**src/design/lbc_pkg.sv**
```systemverilog
// ----------------------------------------------------------------------------
// lbc_pkg
// Shared types and constants for the LRU block cache tracker.
// ----------------------------------------------------------------------------
package lbc_pkg;

    localparam int BLOCK_W = 32;
    localparam int COUNT_W = 32;

    localparam logic [COUNT_W-1:0] COUNT_MAX = '1;

    typedef logic [BLOCK_W-1:0] block_t;
    typedef logic [COUNT_W-1:0] count_t;

    // broadcast from the lookup stage to every entry
    typedef struct packed {
        logic   update;
        logic   hit;
        block_t block;
    } lbc_cmd_t;

    // per-entry status back to the lookup stage
    typedef struct packed {
        logic   match;
        logic   lru;
        logic   valid;
        block_t tag;
    } lbc_stat_t;

endpackage

```
**src/design/lbc_cell.sv**
```systemverilog
// ----------------------------------------------------------------------------
// lbc_cell
// One cache entry: tag, valid bit, recency rank, tag compare and rank update.
// ----------------------------------------------------------------------------
module lbc_cell
    import lbc_pkg::*;
#(
    parameter int ENTRIES = 64,
    parameter int INDEX   = 0,
    localparam int RANK_W = $clog2(ENTRIES)
) (
    input  logic              aclk,
    input  logic              aresetn,
    input  lbc_cmd_t          cmd,
    input  logic [RANK_W-1:0] promote_rank,
    output lbc_stat_t         stat,
    output logic [RANK_W-1:0] rank
);

    localparam logic [RANK_W-1:0] RANK_LAST = RANK_W'(ENTRIES - 1);
    localparam logic [RANK_W-1:0] RANK_INIT = RANK_W'(ENTRIES - 1 - INDEX);

    block_t            tag_reg;
    block_t            tag_next;
    logic              valid_reg;
    logic              valid_next;
    logic [RANK_W-1:0] rank_reg;
    logic [RANK_W-1:0] rank_next;
    logic              sel;

    assign stat.match = valid_reg && (tag_reg == cmd.block);
    assign stat.lru   = (rank_reg == RANK_LAST);
    assign stat.valid = valid_reg;
    assign stat.tag   = tag_reg;
    assign rank       = rank_reg;

    assign sel = cmd.hit ? stat.match : stat.lru;

    always_comb begin
        tag_next   = tag_reg;
        valid_next = valid_reg;
        rank_next  = rank_reg;
        if (cmd.update) begin
            if (sel) begin
                rank_next = '0;
                if (!cmd.hit) begin
                    tag_next   = cmd.block;
                    valid_next = 1'b1;
                end
            end else if (rank_reg < promote_rank) begin
                rank_next = rank_reg + RANK_W'(1);
            end
        end
    end

    always_ff @(posedge aclk) begin
        if (!aresetn) begin
            valid_reg <= 1'b0;
            rank_reg  <= RANK_INIT;
        end else begin
            valid_reg <= valid_next;
            rank_reg  <= rank_next;
        end
    end

    always_ff @(posedge aclk) begin
        tag_reg <= tag_next;
    end

endmodule

```
**config.mk**
```make
export PLATFORM = sky130hd
export DESIGN_NAME = lbc_cell
export DESIGN_NICKNAME = d
export VERILOG_FILES = /design/src/design/lbc_pkg.sv /design/src/design/lbc_cell.sv
export SDC_FILE = /design/constraint.sdc
export NUM_CORES = 1
export LEC_CHECK = 0
export BUFFER_PORTS_ARGS = -buffer_cell sky130_fd_sc_hd__buf_4
export CAP_MARGIN = 15
export CORE_ASPECT_RATIO = 0.6
export CORE_MARGIN = 2
export CORE_UTILIZATION = 40
export CTS_BUF_LIST = sky130_fd_sc_hd__clkbuf_8
export DETAILED_ROUTE_END_ITERATION = 12
export PLACE_DENSITY_LB_ADDON = 0.3
export SLEW_MARGIN = 20
export SYNTH_ARGS = -nofsm -noshare
export SYNTH_HDL_FRONTEND = slang
export SYNTH_SLANG_ARGS = --single-unit
export TNS_END_PERCENT = 5
```
**constraint.sdc**
```tcl
create_clock -name aclk -period 4.3 [get_ports aclk]
set_input_delay 0.86 -clock aclk [delete_from_list [all_inputs] [get_ports aclk]]
set_output_delay 0.86 -clock aclk [all_outputs]
set_load 0.02 [all_outputs]
```
**Yosys cells after proc, flatten, opt, wreduce, memory -nomap -nowiden**

Cells that the tools add are included.

- Word-level logic and storage cells: 15
- Bits in registers: 39
- Output and inout bits: 41
- Input bits: 42

- Multiplexer cells: 3
- Eq/ne operators: 2
- $lt $le $gt $ge: 1
- Reduce and logical (&&, ||, !) cells: 4
- Bitwise logic cells: 1
- Add/sub/neg operators: 1

Operators by type and width:

| kind | number |
|---|---|
| $eq 32x32->1 | 1 |
| $mux 6 | 2 |
| $add 6x1->6 const B | 1 |
| $eq 6x6->1 const B | 1 |
| $lt 6x6->1 | 1 |
| $reduce_and 3->1 | 1 |
| $reduce_and 2->1 | 1 |
| $reduce_bool 2->1 | 1 |
| $logic_and 1x1->1 | 1 |
| $mux 1 | 1 |
| $not 1->1 | 1 |

**Depth between registers and ports, before layout**

- Depth in word-level cells: 5
- Gate-level depth with buffers: 8
- Gate-level depth less buffers: 8

**Least setup slack after synthesis**

No wires, ideal clock.

- Path kind: in2out
- From: input cmd[18] in the netlist's numbering
- To: output stat[34] in the netlist's numbering
- Setup slack: 881 ps
- Stages on the path: 5
- Data arrival time: 2559 ps
- Cell sequence: xor2_1 a2111o_1 nor4_4 nand2_1 nor4_1

RTL lines:

| item | RTL line | RTL |
|---|---|---|
| start: declaration | lbc_cell.sv:14 | `input lbc_cmd_t cmd,` |
| end: declaration | lbc_cell.sv:16 | `output lbc_stat_t stat,` |

==> impl_metrics.env <==
export IMPL_min_path_type="register to register"
export IMPL_synth_edf_count=32
export IMPL_die_h_um=57.0
export IMPL_tns_ns=0
export IMPL_coreArea_mm2=0.00454
export IMPL_wl_per_cell_um=13.6
export IMPL_dp_slack_ns=0.818
export IMPL_largest_reg_flops=32
export IMPL_avgSynthCellArea_um2=13.0
export IMPL_start_kind="input pin"
export IMPL_diodes=0
export IMPL_cts_buffer_depth=2
export IMPL_overflow=0
export IMPL_cts_made_buffers=5
export IMPL_grt_start_max_net_pins=34
export IMPL_slew_violations=0
export IMPL_setup_viol=0
export IMPL_layout_setup_ws_ns=0.807
export IMPL_start_util_pct=41.3
export IMPL_final_common_cell="buf_4"
export IMPL_switching_share_pct=31.6
export IMPL_clk_latency_ns=0.28
export IMPL_synthTopCellsByArea="edfxtp_1, xnor2_1, dfxtp_1"
export IMPL_io_pins=83
export IMPL_final_area_mm2=0.00267
export IMPL_combPwrFrac_pct=31.9
export IMPL_drcViolationCount=0
export IMPL_met1_length_mm=2.03
export IMPL_leakage_uw=0.00111
export IMPL_synth_top_area_share_pct=51.3
export IMPL_hpwl_mm=3.26
export IMPL_power_share_clock_pct=22.9
export IMPL_ys_types=33
export IMPL_vdd_ir_drop_worst_mv=0.169
export IMPL_grt_pass1_wl_mm=6.70
export IMPL_cts_tree="yes"
export IMPL_period_minus_slack_ns=3.49
export IMPL_place_congestion=0.786
export IMPL_seqCellArea_mm2=0.00110
export IMPL_port_buffers=82
export IMPL_finalCritPeriodShare_pct=81.2
export IMPL_yosysSeqAreaShare_pct=58.8
export IMPL_worst_pin_slew_ns=0.893
export IMPL_finClkSkew_ns=0.00551
export IMPL_wl_met3_um=276
export IMPL_syn_nets=192
export IMPL_end_kind="primary output"
export IMPL_drive_above_1_share_pct=40.3
export IMPL_synthCells=144
export IMPL_p_sw_uw=359
export IMPL_crit_required_ns=3.44
export IMPL_nNetsFinal=280
export IMPL_maxSlewHeadroom_pct=40.3
export IMPL_fmax_mhz=286
export IMPL_dpl_cell_area_mm2=0.00257
export IMPL_critPathKind="input pin to primary output"
export IMPL_routed_wl_mm=4.04
export IMPL_routed_top_layer="met4"
export IMPL_hold_viol=0
export IMPL_cp_arrival_ns=2.63
export IMPL_powerDensity_mw_per_mm2=425
export IMPL_maxCapViolations=0
export IMPL_p_seq_share_pct=45.3
export IMPL_synth_area_mm2=0.00187
export IMPL_fp_dieW_um=92.3
export IMPL_firstDrtPassIters=4
export IMPL_final_fill_count=401
export IMPL_ctsRootBufferMaster="clkbuf_8"
export IMPL_ys_warnings_count=0
export IMPL_outcome="finished clean"
export IMPL_area_growth_synth_to_final_pct=42.4
export IMPL_vias=1427
export IMPL_cts_reportedPaths_clkPinSlew_ns=0.07
export IMPL_row_count=19
export IMPL_final_antenna_net_count=0
export IMPL_grt_pass1_vias=1388
export IMPL_wl_met2_mm=1.72
export IMPL_post_cts_buffers=0
export IMPL_rsz0062_at_grt="no"
export IMPL_ys_ff_latch=39
export IMPL_drt_iter0_drc=54
export IMPL_cts_resized=0
export IMPL_cts_max_level=2
export IMPL_yosysTopAreaCell="edfxtp_1"
export IMPL_cts_hold_buf=0
export IMPL_final_cell_mix="buf_4, edfxtp_1, xnor2_1"
export IMPL_antenna_found_initial=0
export IMPL_synth_flop_cell="edfxtp_1"
export IMPL_async_flop_share_pct=0
export IMPL_dieArea_mm2=0.00526
export IMPL_crit_fanout=2
export IMPL_cellInternalPower_uw=775
export IMPL_multi_input_comb_area_um2=719
export IMPL_vias_per_cell=4.82
export IMPL_grt_usage_pct=16.5
export IMPL_clock_sinks=39
[stage by stage]
| step | utilization (%) | instances | power, uW | hold slack (ns) |
|---|---|---|---|---|
| detailed placement | 56.5 | 288 | 885 | 0.481 |
| floorplan | - | 144 | 729 | 0.456 |
| global route | 58.7 | 296 | 1210 | 0.515 |
| CTS | 58.7 | 296 | 1150 | 0.502 |
| finish | 58.7 | 296 | 1130 | 0.499 |
| global placement | 56.5 | 288 | 878 | 0.480 |
[final timing paths]
path	startpoint	endpoint	slack [ns]	cells past startpoint
hold / removal	valid_reg$_SDFFE_PN0P_	valid_reg$_SDFFE_PN0P_	0.50	1
setup reg to reg	rank[0]$_SDFFE_PN1P_	tag_reg[19]$_DFFE_PP_	1.84	5
setup / recovery	cmd[18]	stat[34]	0.81	7
hold reg to reg	valid_reg$_SDFFE_PN0P_	valid_reg$_SDFFE_PN0P_	0.50	1
[worst max-delay path, cell delays in order]
cell,delay [ns]
buf_4,0.12
xor2_1,0.15
a2111o_1,0.44
nor4_4,0.35
nand2_1,0.12
nor4_1,0.39
buf_4,0.21
[cell families after synthesis]
group,Yosys count,synth area share [%]
AND/OR/NAND/NOR,36,12.0
buffers and inverters,15,3.21
adder cells (fa/ha/maj),6,4.01
flip-flops,39,58.8
AO/OA/AOI/OAI,18,8.02
XOR/XNOR,30,14.0
[power groups by stage]
stage / registers [uW] / clock network (uW) / logic [uW]
floorplan: 571 / 0 / 159
CTS: 513 / 269 / 365
finish: 513 / 260 / 361
global route: 520 / 288 / 402
global placement: 520 / 0 / 358
detailed placement: 521 / 0 / 364
[metal layers]
metal / up-vias / GRT usage (%)
li1: 708 / -
met1: 670 / 24.5
met2: 47 / 23.6
met3: 2 / 5.55
met4: 0 / 3.84
met5: - / 0
[area by class of cell]
cell class / count / area share [%]
flip-flops and latches: 39 / 41.3
multi-input cells: 90 / 27.0
repair buffers: 82 / 23.1
clock buffers: 7 / 3.61
well taps: 63 / 2.95
inverters: 14 / 1.97
clock inverters: 1 / 0.141
[cell usage after synthesis, types with 2 or more instances]
cell type and number:
o211ai_1 2, xnor2_1 20, nand2_1 9, o221ai_1 3
edfxtp_1 32, nor4_1 4, a31oi_1 3, dfxtp_1 7
nand4_1 7, nor2_1 2, nand3_1 3, xor2_1 10
inv_1 14, ha_1 6, and3_1 3, o21ai_0 2
Note: power is estimated with default switching activity, not from simulation.
