<file path="src/design/lbc_pkg.sv">
// ----------------------------------------------------------------------------
// lbc_pkg
// Shared types and constants for the LRU block cache tracker.
// ----------------------------------------------------------------------------
package lbc_pkg;

    localparam int BLOCK_W = 32;
    localparam int COUNT_W = 32;

    localparam logic [COUNT_W-1:0] COUNT_MAX = '1;

    typedef logic [BLOCK_W-1:0] block_t;
    typedef logic [COUNT_W-1:0] count_t;

    // broadcast from the lookup stage to every entry
    typedef struct packed {
        logic   update;
        logic   hit;
        block_t block;
    } lbc_cmd_t;

    // per-entry status back to the lookup stage
    typedef struct packed {
        logic   match;
        logic   lru;
        logic   valid;
        block_t tag;
    } lbc_stat_t;

endpackage

</file>
<file path="src/design/lbc_stats.sv">
// ----------------------------------------------------------------------------
// lbc_stats
// Saturating hit and miss counters.
// ----------------------------------------------------------------------------
module lbc_stats
    import lbc_pkg::*;
(
    input  logic   aclk,
    input  logic   aresetn,
    input  logic   update,
    input  logic   hit,
    output count_t hit_total,
    output count_t miss_total
);

    count_t hit_count_reg;
    count_t hit_count_next;
    count_t miss_count_reg;
    count_t miss_count_next;

    always_comb begin
        hit_count_next  = hit_count_reg;
        miss_count_next = miss_count_reg;
        if (update) begin
            if (hit) begin
                if (hit_count_reg != COUNT_MAX) begin
                    hit_count_next = hit_count_reg + COUNT_W'(1);
                end
            end else begin
                if (miss_count_reg != COUNT_MAX) begin
                    miss_count_next = miss_count_reg + COUNT_W'(1);
                end
            end
        end
    end

    always_ff @(posedge aclk) begin
        if (!aresetn) begin
            hit_count_reg  <= '0;
            miss_count_reg <= '0;
        end else begin
            hit_count_reg  <= hit_count_next;
            miss_count_reg <= miss_count_next;
        end
    end

    assign hit_total  = hit_count_reg;
    assign miss_total = miss_count_reg;

endmodule

</file>
<file path="config.mk">
export PLATFORM = sky130hd
export DESIGN_NAME = lbc_stats
export DESIGN_NICKNAME = d
export VERILOG_FILES = /design/src/design/lbc_pkg.sv /design/src/design/lbc_stats.sv
export SDC_FILE = /design/constraint.sdc
export NUM_CORES = 1
export LEC_CHECK = 0
export BUFFER_PORTS_ARGS = -buffer_cell sky130_fd_sc_hd__buf_2
export CORE_MARGIN = 5
export CORE_UTILIZATION = 52
export CTS_CLUSTER_SIZE = 28
export DETAILED_ROUTE_END_ITERATION = 16
export GPL_TIMING_DRIVEN = 1
export PLACE_DENSITY = 0.84
export SLEW_MARGIN = 20
export SYNTH_ARGS = -nofsm -noshare
export SYNTH_HDL_FRONTEND = slang
export SYNTH_SLANG_ARGS = --single-unit
</file>
<file path="constraint.sdc">
create_clock -name aclk -period 3.6 [get_ports aclk]
set_input_delay 0.18 -clock aclk [delete_from_list [all_inputs] [get_ports aclk]]
set_output_delay 0.18 -clock aclk [all_outputs]
set_load 0.05 [all_outputs]
</file>
## Word level (Yosys, flattened, before mapping)

Cells that the tools add are included.

| word-level totals | value |
|---|---|
| input port bits | 4 |
| flip-flop bits (word level) | 64 |
| logic and storage cells | 9 |

| cells by class | value |
|---|---|
| $add $sub $neg | 2 |
| bitwise logic cells | 1 |
| eq/ne operators | 2 |
| reductions and logical operators | 2 |

Operator list:

| kind | count |
|---|---|
| 32-bit by 1-bit adder with 32-bit output (second input constant) | 2 |
| 32-bit inequality test (second input constant) | 2 |
| 3-bit AND reduction | 2 |
| 1-bit NOT | 1 |

## Longest topological paths before layout

Gate-level depths: netlist of run 1.

| logic depth | value |
|---|---|
| word-level depth | 2 |
| depth in mapped cells | 8 |

## Least setup slack after synthesis of run 1

Ideal clock, no wire load.

| path | value |
|---|---|
| path kind | reg2reg |
| from | register hit_count_reg[0] (netlist: hit_total[0]) |
| to | register hit_count_reg[0] (netlist: hit_total[0]) |
| path buffers | 1 |
| data arrival time | 2.418 ns |
| stages on the path, launching flop included | 8 |
| period minus slack after synthesis | 2.545 ns |
| slack | 1.055 ns |
| library setup time | 0.128 ns |
| path through | dfxtp_1 -> ha_1 -> nand4_1 -> or4_1 -> o31ai_4 -> buf_2 -> xor2_1 -> nor2_1 |

| between the ends | value |
|---|---|
| cells in the longest elaborated chain, start to end | 2 |

Ends and longest elaborated chain:

| element | line | source |
|---|---|---|
| start: declaration | lbc_stats.sv:16 | `count_t hit_count_reg;` |
| start signal: assignment | lbc_stats.sv:42 | `hit_count_reg <= hit_count_next;` |
| parallel branches: the longest is 2 deep, another holds 32-bit by 1-bit adder with 32-bit output | n/a |  |

Several ways; the timed one is not identified.
A chain may end at the register's enable or synchronous reset.

## Worst setup path after layout of run 1

| path | value |
|---|---|
| from | register miss_count_reg[0] (netlist: miss_total[0]) |
| to | register miss_count_reg[8] (netlist: miss_total[8]) |

| between the ends | value |
|---|---|
| cells in the longest elaborated chain, start to end | 2 |

Ends and longest elaborated chain:

| element | line | source |
|---|---|---|
| start: declaration | lbc_stats.sv:18 | `count_t miss_count_reg;` |
| start signal: assignment | lbc_stats.sv:43 | `miss_count_reg <= miss_count_next;` |
| parallel branches: the longest is 2 deep, another holds 32-bit by 1-bit adder with 32-bit output | n/a |  |

Several ways; the timed one is not identified.

==> flow_summary_export.csv, run 1 <==
group,metric,value,unit
global_routing,grt_first_pass_wirelength,14.1,mm
synthesis,ys.flop_type,"dfxtp_1",
synthesis,yosysTopAreaCell,"dfxtp_1",
die,coreArea,6310,um2
hold_path,min_to,"hit_total[17]",
global_routing,antenna_found_initial,1,
die,io_pins,68,
timing,relSlewSlack,47.6,%
placed_design,place.gp.congestion,0.837,
pwr,power_frac_seq,49.5,%
setup_path,r2r_slack,0.91,ns
finish,drive_above_1_share,20.9,%
synthesis,synthTopCellsByCount,"dfxtp_1 (64), nand2_1 (42), a21oi_1 (37), nand3_1 (30), or3_1 (27)",
placed_design,port_buffers,67,
pwr,p_clk_share,46.6,%
finish,layout.nets,470,
setup_path,worstPathMaxFanout,23,
synthesis,synth.net_count,406,
setup_path,rr_worst_depth,6,
pwr,p_int,1.12,mW
timing,fmax,372,MHz
setup_path,startpoint,"miss_total[0]",
hold_path,holdPathStages,5,
synthesis,syn_area,3360,um2
pwr,power_frac_comb,3.9,%
routing,drt_iter0_drc,176,
routing,drt-wirelength-per-cell,15.5,um
setup_path,worstPathArrival,2.89,ns
setup_path,critPathCaptureType,"flop",
timing,fin_crit_sh,74.7,%
routing,ant_nets,0,
synthesis,yosys_register_bits,64,
global_routing,overflow,0,
routing,routed_wl,8.47,mm
finish,syn2layout_area_growth,17.8,%
setup_path,cp-start-kind,"flop",
clock_tree,clkLatencyLatePin,0.34,ns
pwr,switchingPower,0.325,mW
pwr,peakVddDrop,0.000213,V
placed_design,dp.cells,530,
routing,vias,3306,
synthesis,ys_top_cells_by_area,"dfxtp_1 (38%), a21oi_1 (5.5%), or3_1 (5.0%)",
routing,firstDrtPassIters,4,
clock_tree,cts_resized,0,
clock_tree,clock-sinks,64,
status,outcome,"finished clean",
clock_tree,cts_root_buffer,"clkbuf_8",
timing,setup_viol,0,
timing,fin_crit,2.69,ns
setup_path,reg2reg_from,"miss_total[0]",
die,die_h,90.4,um
timing,skew,0.00485,ns
die,start_util,53.2,%
routing,post-route-drc-count,0,
synthesis,yosysWarnings,0,
pwr,power_density,365,nW/um2
setup_path,r2r_end,"miss_total[8]",
run,cap_viol_max_count,0,
hold_path,hold_start,"hit",
die,die-area,8170,um2
synthesis,ys_types,44,
clock_tree,cts_max_level,3,
timing,hold_ws,0.374,ns
synthesis,postSynthAreaPerCell,8.40,um2
finish,layout.cells.non_filler,546,
synthesis,synth_edf_count,0,
finish,antenna_cells,0,
global_routing,grt_pass1_vias,3004,
clock_tree,clock_path_buffers,2,
clock_tree,clkSlewWorstSetupHoldPaths,0.07,ns
timing,worst_slew_pin_slew,0.785,ns
routing,via_per_inst,6.05,
synthesis,yosysMostFrequentCell,"dfxtp_1",
clock_tree,cts_hold_buf,0,
timing,hold_viol,0,
clock_tree,cts_made_buffers,9,
clock_tree,cts_tree,"done",
synthesis,post-synth-top-area-fraction,38.1,%
setup_path,worstSetupPathType,"reg -> reg",
timing,rsz0062_at_grt,"no",
pwr,p_leak,1.55,nW
pwr,swShare,22.5,%
timing,finalMaxSlewViolations,0,
global_routing,grt_max_degree,39,
synthesis,ys_async_sr_fraction,0,%
clock_tree,post_cts_buffers,0,
placed_design,hpwlAfterDp,5.73,mm
synthesis,synth_seq_area_share,38.1,%
die,rows,29,
timing,final.setup.tns,0,ns
hold_path,hp-class,"in -> reg",
synthesis,netlist_instances,400,
die,die_w,90.4,um
setup_path,cp.required,3.81,ns
global_routing,grt.total_usage,20.4,%
finish,final_core_util,62.7,%
==> logic make-up after synthesis <==
| group | Yosys count | share of synthesized area [%] |
|---|---|---|
| AO/OA/AOI/OAI | 88 | 16.7 |
| AND/OR/NAND/NOR | 198 | 34.9 |
| XOR/XNOR | 8 | 2.08 |
| buffers and inverters | 25 | 2.98 |
| multiplexers | 15 | 4.47 |
| flip-flops | 64 | 38.1 |
| adder cells (fa/ha/maj) | 2 | 0.744 |
==> layout make-up <==
cell class | count | area [um2]
well taps | 77 | 96.3
fillers | 555 | 2350
repair buffers | 69 | 350
inverters | 9 | 33.8
clock buffers | 14 | 183
multi-input cells | 311 | 1980
clock inverters | 2 | 35.0
flip-flops and latches | 64 | 1280
==> metal layers <==
layer / part of all wire [%] / global-route usage [%]
met5: 0.13 / 0
met4: 2.4 / 9.68
met3: 6.4 / 5.50
met2: 46 / 31.8
met1: 45 / 26.0
==> cell usage in the layout, fill, tap and decap left out, types with 13 or more instances in the layout <==
master,n
mux2i_1,15
dfxtp_1,64
nand2b_1,17
or3_1,27
nand4_1,20
o21ai_1,17
a21oi_1,37
buf_2,67
or4_1,13
nor2_1,13
clkbuf_8,13
nand3_1,30
nand2_1,42
==> stage by stage <==
step / cell area (um2) / setup WS [ns] / total power, mW
finish: 3960 / 0.912 / 1.44
global route: 3960 / 0.719 / 1.50
CTS: 3960 / 0.944 / 1.45
detailed placement: 3740 / 0.970 / 0.787
global placement: 3740 / 1.12 / 0.785
floorplan: 3360 / 1.05 / 0.774
==> state kept, by name, indices dropped and copies added, names as in the netlist <==
| signal | count |
|---|---|
| hit_total | 32 |
| miss_total | 32 |
==> power by group through the flow <==
stage | combinational [mW] | sequential (mW) | clock [mW]
after detailed placement | 0.0556 | 0.731 | 0
after global routing | 0.0613 | 0.715 | 0.721
after floorplan | 0.0329 | 0.741 | 0
after CTS | 0.0562 | 0.715 | 0.678
final | 0.0561 | 0.716 | 0.673
after global placement | 0.0544 | 0.731 | 0
==> worst max-delay path, stage by stage (launching register included) <==
cell and delay, ns:
dfxtp_1 0.45, ha_1 0.24, nand3_1 0.12, or4_1 0.68, o31ai_4 0.78, or3_1 0.21, a21oi_1 0.07
==> how the worst max path moves through the flow <==
stage / to / slack [ns] / cells past startpoint
6_report: miss_total[8] / 0.91 / 6
5_1_grt: miss_total[3] / 0.72 / 6
4_1_cts: miss_total[8] / 0.94 / 6
3_5_place_dp: miss_total[8] / 0.97 / 6
3_3_place_gp: miss_total[10] / 1.12 / 6
2_1_floorplan: hit_total[0] / 1.05 / 7
No activity file was read; power rests on OpenSTA's default activity.
==> run 2: changes to the inputs <==
Settings changed: ABC_AREA set to 1, PLACE_DENSITY 0.84 to 0.83.
Clock period 3.6 ns to 2.7 ns, I/O delays scaled along.
==> flow_summary_export.csv, run 2 <==
group,metric,value,unit
pwr,p_leak,1.95,nW
die,rows,31,
synthesis,post-synth-top-area-fraction,32.5,%
finish,final_core_util,61.6,%
timing,finalMaxSlewViolations,0,
routing,via_per_inst,5.31,
die,coreArea,7330,um2
global_routing,overflow,0,
synthesis,ys_async_sr_fraction,0,%
global_routing,grt_pass1_vias,3981,
global_routing,grt_first_pass_wirelength,18.0,mm
synthesis,yosysWarnings,0,
pwr,power_density,425,nW/um2
global_routing,grt_max_degree,34,
clock_tree,cts_tree,"done",
global_routing,antenna_found_initial,0,
synthesis,synth_seq_area_share,32.5,%
synthesis,netlist_instances,659,
clock_tree,cts_max_level,3,
finish,layout.cells.non_filler,829,
synthesis,postSynthAreaPerCell,5.97,um2
setup_path,worstSetupPathType,"reg -> reg",
die,die_h,97.0,um
setup_path,cp.depth,11,
global_routing,grt.total_usage,22.5,%
timing,skew,0.00978,ns
finish,antenna_cells,0,
placed_design,dp.cells,815,
die,die-area,9410,um2
timing,rsz0062_at_grt,"no",
setup_path,worstPathArrival,2.20,ns
synthesis,synth_edf_count,0,
synthesis,yosysTopAreaCell,"dfxtp_1",
clock_tree,cts_resized,0,
setup_path,r2r_end,"hit_total[6]",
synthesis,synth.net_count,665,
timing,worst_slew_pin_slew,0.599,ns
setup_path,startpoint,"hit_total[0]",
timing,fin_crit,1.99,ns
synthesis,ys.flop_type,"dfxtp_1",
finish,syn2layout_area_growth,14.7,%
routing,drt_iter0_drc,369,
hold_path,hp-class,"in -> reg",
synthesis,synthSimpleGateAreaFrac,45.5,%
routing,firstDrtPassIters,5,
timing,fin_crit_sh,73.7,%
setup_path,crit_slowest_cell,"dfxtp_1",
synthesis,yosys_register_bits,64,
timing,relSlewSlack,60.0,%
finish,mostFrequentLayoutCells,"nand2_1 (228), nor2_1 (131), buf_2 (67)",
synthesis,synth_top_family_by_area,"simple AND/OR/NAND/NOR gates",
setup_path,rr_worst_depth,11,
clock_tree,cts_hold_buf,0,
synthesis,ys_types,27,
clock_tree,clkLatencyLatePin,0.34,ns
synthesis,muxShareOfSynthArea,0,%
placed_design,place.gp.congestion,0.918,
synthesis,synth_fa_ha_area_share,0.636,%
status,outcome,"finished clean",
synthesis,ys_top_cells_by_area,"dfxtp_1 (33%), nand2_1 (22%), nor2_1 (12%)",
synthesis,yosysMostFrequentCell,"nand2_1",
setup_path,cp.required,2.91,ns
synthesis,syn_area,3940,um2
setup_path,cpLargestDelayFamily,"simple AND/OR/NAND/NOR gates",
run,cap_viol_max_count,0,
placed_design,hpwlAfterDp,7.96,mm
setup_path,critPathCaptureType,"flop",
synthesis,synthTopCellsByCount,"nand2_1 (228), nor2_1 (131), dfxtp_1 (64), inv_1 (61)",
die,die_w,97.0,um
clock_tree,post_cts_buffers,0,
clock_tree,clkSlewWorstSetupHoldPaths,0.07,ns
timing,final.setup.tns,0,ns
routing,ant_nets,0,
timing,fmax,502,MHz
finish,layout.nets,733,
clock_tree,cts_root_buffer,"clkbuf_8",
clock_tree,cts_made_buffers,9,
die,io_pins,68,
setup_path,critical_path.endpoint,"hit_total[6]",
setup_path,reg2reg_from,"hit_total[0]",
setup_path,cp_slowest_stage_delay,0.41,ns
setup_path,cp-start-kind,"flop",
routing,drt-wirelength-per-cell,13.0,um
routing,vias,4402,
setup_path,crit_path_frequent_cell,"nand2_1",
pwr,peakVddDrop,0.000306,V
setup_path,crit_chain,"ha_1 > nand2_1 > nor2_4 > nand2_2 > nor2_4 > nand2_2 > nand2_4 > buf_4 > nand2_1 > nand2_1 > a21oi_2",
timing,hold_viol,0,
clock_tree,clock-sinks,64,
die,start_util,53.7,%
setup_path,worstPathMaxFanout,33,
setup_path,path_buf_inv,1,
clock_tree,clock_path_buffers,2,
finish,final_common_cell,"nand2_1",
setup_path,r2r_slack,0.71,ns
routing,post-route-drc-count,0,
timing,setup_viol,0,
placed_design,port_buffers,67,
routing,routed_wl,10.8,mm
finish,drive_above_1_share,14.5,%
synthesis,synth_xor_area_share,4.90,%
synthesis,synth_compound_area_share,7.79,%
[run 2: cells by family (layout without fill, tap and decap cells)]
kind of cell	count (synthesis)	after routing
adders and majority gates	2	2
and+or+nand+nor	433	433
buffers and inverters	79	150
DFF	64	64
xor gates and xnor gates	22	22
AOI/OAI and AO/OA	59	59
[run 2: routing by layer]
metal	track usage [%]	vias up	wire length, um
met5	0	-	0
met4	8.21	0	179
met3	4.60	18	977
met2	36.0	198	4910
met1	29.9	1999	4740
li1	-	2187	-
[run 2: final cells by class]
class	count	area [um2]
fill	716	2810
multi-input combinational	516	2320
sequential	64	1280
timing repair buffer	74	388
inverter	62	233
clock buffer	10	128
tap	99	124
clock inverter	4	47.5
[run 2: worst reg2reg max path, cell delays in order, from the launching register on]
cell and delay (ns):
dfxtp_1 0.41, ha_1 0.23, nand2_1 0.10, nor2_4 0.15, nand2_2 0.11, nor2_4 0.17, nand2_2 0.09, nand2_4 0.06
buf_4 0.33, nand2_1 0.10, nand2_1 0.09, a21oi_2 0.03
[run 2: through the flow]
| step | cell area (um2) | hold WS [ns] | worst slack [ns] | power, mW |
|---|---|---|---|---|
| after floorplan | 3940 | 0.273 | 0.531 | 1.12 |
| after global placement | 4340 | 0.507 | 0.813 | 1.15 |
| after detailed placement | 4340 | 0.515 | 0.739 | 1.15 |
| after CTS | 4520 | 0.294 | 0.727 | 1.92 |
| after global routing | 4520 | 0.312 | 0.544 | 1.98 |
| final | 4520 | 0.299 | 0.709 | 1.92 |
[run 2: worst min path at each step]
stage,depth (start not counted),to,slack (ns),start
after floorplan,2,miss_total[15],0.27,aresetn
after global placement,2,miss_total[1],0.51,miss_total[1]
after detailed placement,2,hit_total[7],0.52,hit_total[7]
after CTS,4,miss_total[12],0.29,aresetn
after global routing,4,miss_total[12],0.31,aresetn
final,4,miss_total[12],0.30,aresetn
[run 2: power by group]
part / leakage (nW) / internal, mW / switching, mW
Clock: 0.0880 / 0.413 / 0.374
Combinational: 1.34 / 0.0376 / 0.119
Sequential: 0.518 / 0.957 / 0.0186
==> run 3: changes to the inputs <==
Settings changed: CORE_UTILIZATION 52 to 51, PLACE_DENSITY 0.83 to 0.85.
Clock period 2.7 ns to 1.8 ns, I/O delays scaled along.
==> flow_summary_export.csv, run 3 (same netlist as run 2, synthesis figures left out) <==
group,metric,value,unit
routing,drt_iter0_drc,210,
global_routing,grt_max_degree,34,
routing,vias,4369,
clock_tree,clkSlewWorstSetupHoldPaths,0.07,ns
setup_path,cp.required,2.01,ns
die,die_h,97.9,um
die,io_pins,68,
timing,fmax,600,MHz
setup_path,worstPathArrival,1.88,ns
routing,firstDrtPassIters,5,
die,coreArea,7610,um2
die,die-area,9580,um2
clock_tree,clkLatencyLatePin,0.34,ns
timing,skew,0.0114,ns
finish,syn2layout_area_growth,22.2,%
global_routing,overflow,0,
pwr,peakVddDrop,0.000388,V
placed_design,hpwlAfterDp,8.36,mm
finish,antenna_cells,0,
pwr,total_power,2.81,mW
setup_path,rr_worst_depth,9,
die,rows,32,
routing,via_per_inst,5.13,
timing,fin_crit,1.67,ns
placed_design,port_buffers,67,
clock_tree,cts_hold_buf,0,
setup_path,worstSetupPathType,"reg -> reg",
timing,setup_viol,0,
timing,rsz0062_at_grt,"no",
run,cap_viol_max_count,0,
finish,final_common_cell,"nand2_1",
die,start_util,51.7,%
clock_tree,cts_tree,"done",
finish,drive_above_1_share,24.1,%
clock_tree,post_cts_buffers,0,
setup_path,cp-start-kind,"flop",
timing,hold_viol,0,
setup_path,crit_slowest_cell,"dfxtp_1",
status,outcome,"finished clean",
setup_path,path_buf_inv,1,
hold_path,hp-class,"in -> reg",
pwr,p_leak,2.10,nW
setup_path,r2r_slack,0.13,ns
hold_path,min_to,"miss_total[12]",
setup_path,critPathCaptureType,"flop",
setup_path,worstPathMaxFanout,25,
routing,post-route-drc-count,0,
setup_path,cp_slowest_stage_delay,0.41,ns
clock_tree,cts_max_level,3,
clock_tree,clock_path_buffers,2,
setup_path,reg2reg_from,"miss_total[17]",
timing,finalMaxSlewViolations,0,
placed_design,placed_cell_area,4570,um2
setup_path,r2r_end,"miss_total[6]",
routing,drt-wirelength-per-cell,12.9,um
timing,relSlewSlack,75.0,%
placed_design,place.gp.congestion,0.943,
global_routing,grt.total_usage,23.3,%
hold_path,holdPathStages,4,
clock_tree,clock-sinks,64,
global_routing,grt_first_pass_wirelength,18.8,mm
routing,ant_nets,0,
timing,fin_crit_sh,92.5,%
finish,layout.nets,751,
timing,final.setup.tns,0,ns
finish,mostFrequentLayoutCells,"nand2_1 (226), nor2_1 (125), buf_2 (67)",
timing,worst_slew_pin_slew,0.376,ns
die,die_w,97.9,um
global_routing,antenna_found_initial,0,
routing,routed_wl,11.0,mm
finish,finalInstanceArea,4810,um2
pwr,power_density,584,nW/um2
clock_tree,cts_root_buffer,"clkbuf_8",
setup_path,crit_chain,"nand2_1 > nor2_1 > nand2_1 > nor2_1 > nand2_4 > buf_12 > nand2_1 > xor2_1 > nor2_1",
hold_path,hold_start,"aresetn",
clock_tree,cts_made_buffers,9,
global_routing,grt_pass1_vias,4176,
setup_path,cpLargestDelayFamily,"simple AND/OR/NAND/NOR gates",
run 3: metal layers:
layer	global-route usage, %	vias to the layer above	share of wire [%]
met5	0	-	0
met2	42.8	149	52
met4	7.88	0	1.7
li1	-	2220	-
met1	26.9	1979	40
met3	4.36	21	6.5
run 3: worst max path at each step:
stage                    from            end  slack, ns  cells past startpoint
6_report       miss_total[17]  miss_total[6]       0.13                      9
2_1_floorplan   hit_total[29]   hit_total[2]       0.01                     11
3_3_place_gp     hit_total[0]  hit_total[23]       0.07                     10
3_5_place_dp     hit_total[0]   hit_total[8]       0.01                     10
5_1_grt         hit_total[17]  hit_total[15]      0.004                      9
4_1_cts         miss_total[0]  miss_total[6]       0.01                     10
run 3: what timing repair did:
item,CTS,global route
pin swaps,0,2
endpoints found under the setup margin,1,59
gates resized for setup,1,17
run 3: layout make-up:
| type | instances | area (um2) |
|---|---|---|
| clock buffer | 11 | 141 |
| clock inverter | 5 | 32.5 |
| fill | 722 | 2800 |
| inverter | 62 | 238 |
| multi-input combinational | 516 | 2380 |
| sequential | 64 | 1350 |
| tap | 102 | 128 |
| timing repair buffer | 92 | 547 |
run 3: per-stage QoR:
stage	cells	util [%]	hold slack [ns]	setup WS (ns)
floorplan	659	-	0.221	0.0133
global placement	836	60.1	0.482	0.0661
finish	852	63.2	0.262	0.135
CTS	852	62.4	0.256	0.0107
global route	852	63.2	0.275	0.00373
detailed placement	836	60.1	0.493	0.0110
run 3: report_power, final:
part | switching, mW | internal, mW | leakage, nW
Clock | 0.567 | 0.532 | 0.0813
Combinational | 0.183 | 0.0670 | 1.48
Sequential | 0.0260 | 1.44 | 0.540
run 3: worst min-delay path: stages:
cell and delay, ns:
buf_2 0.11, buf_4 0.23, nand2_1 0.10, nor2_1 0.03
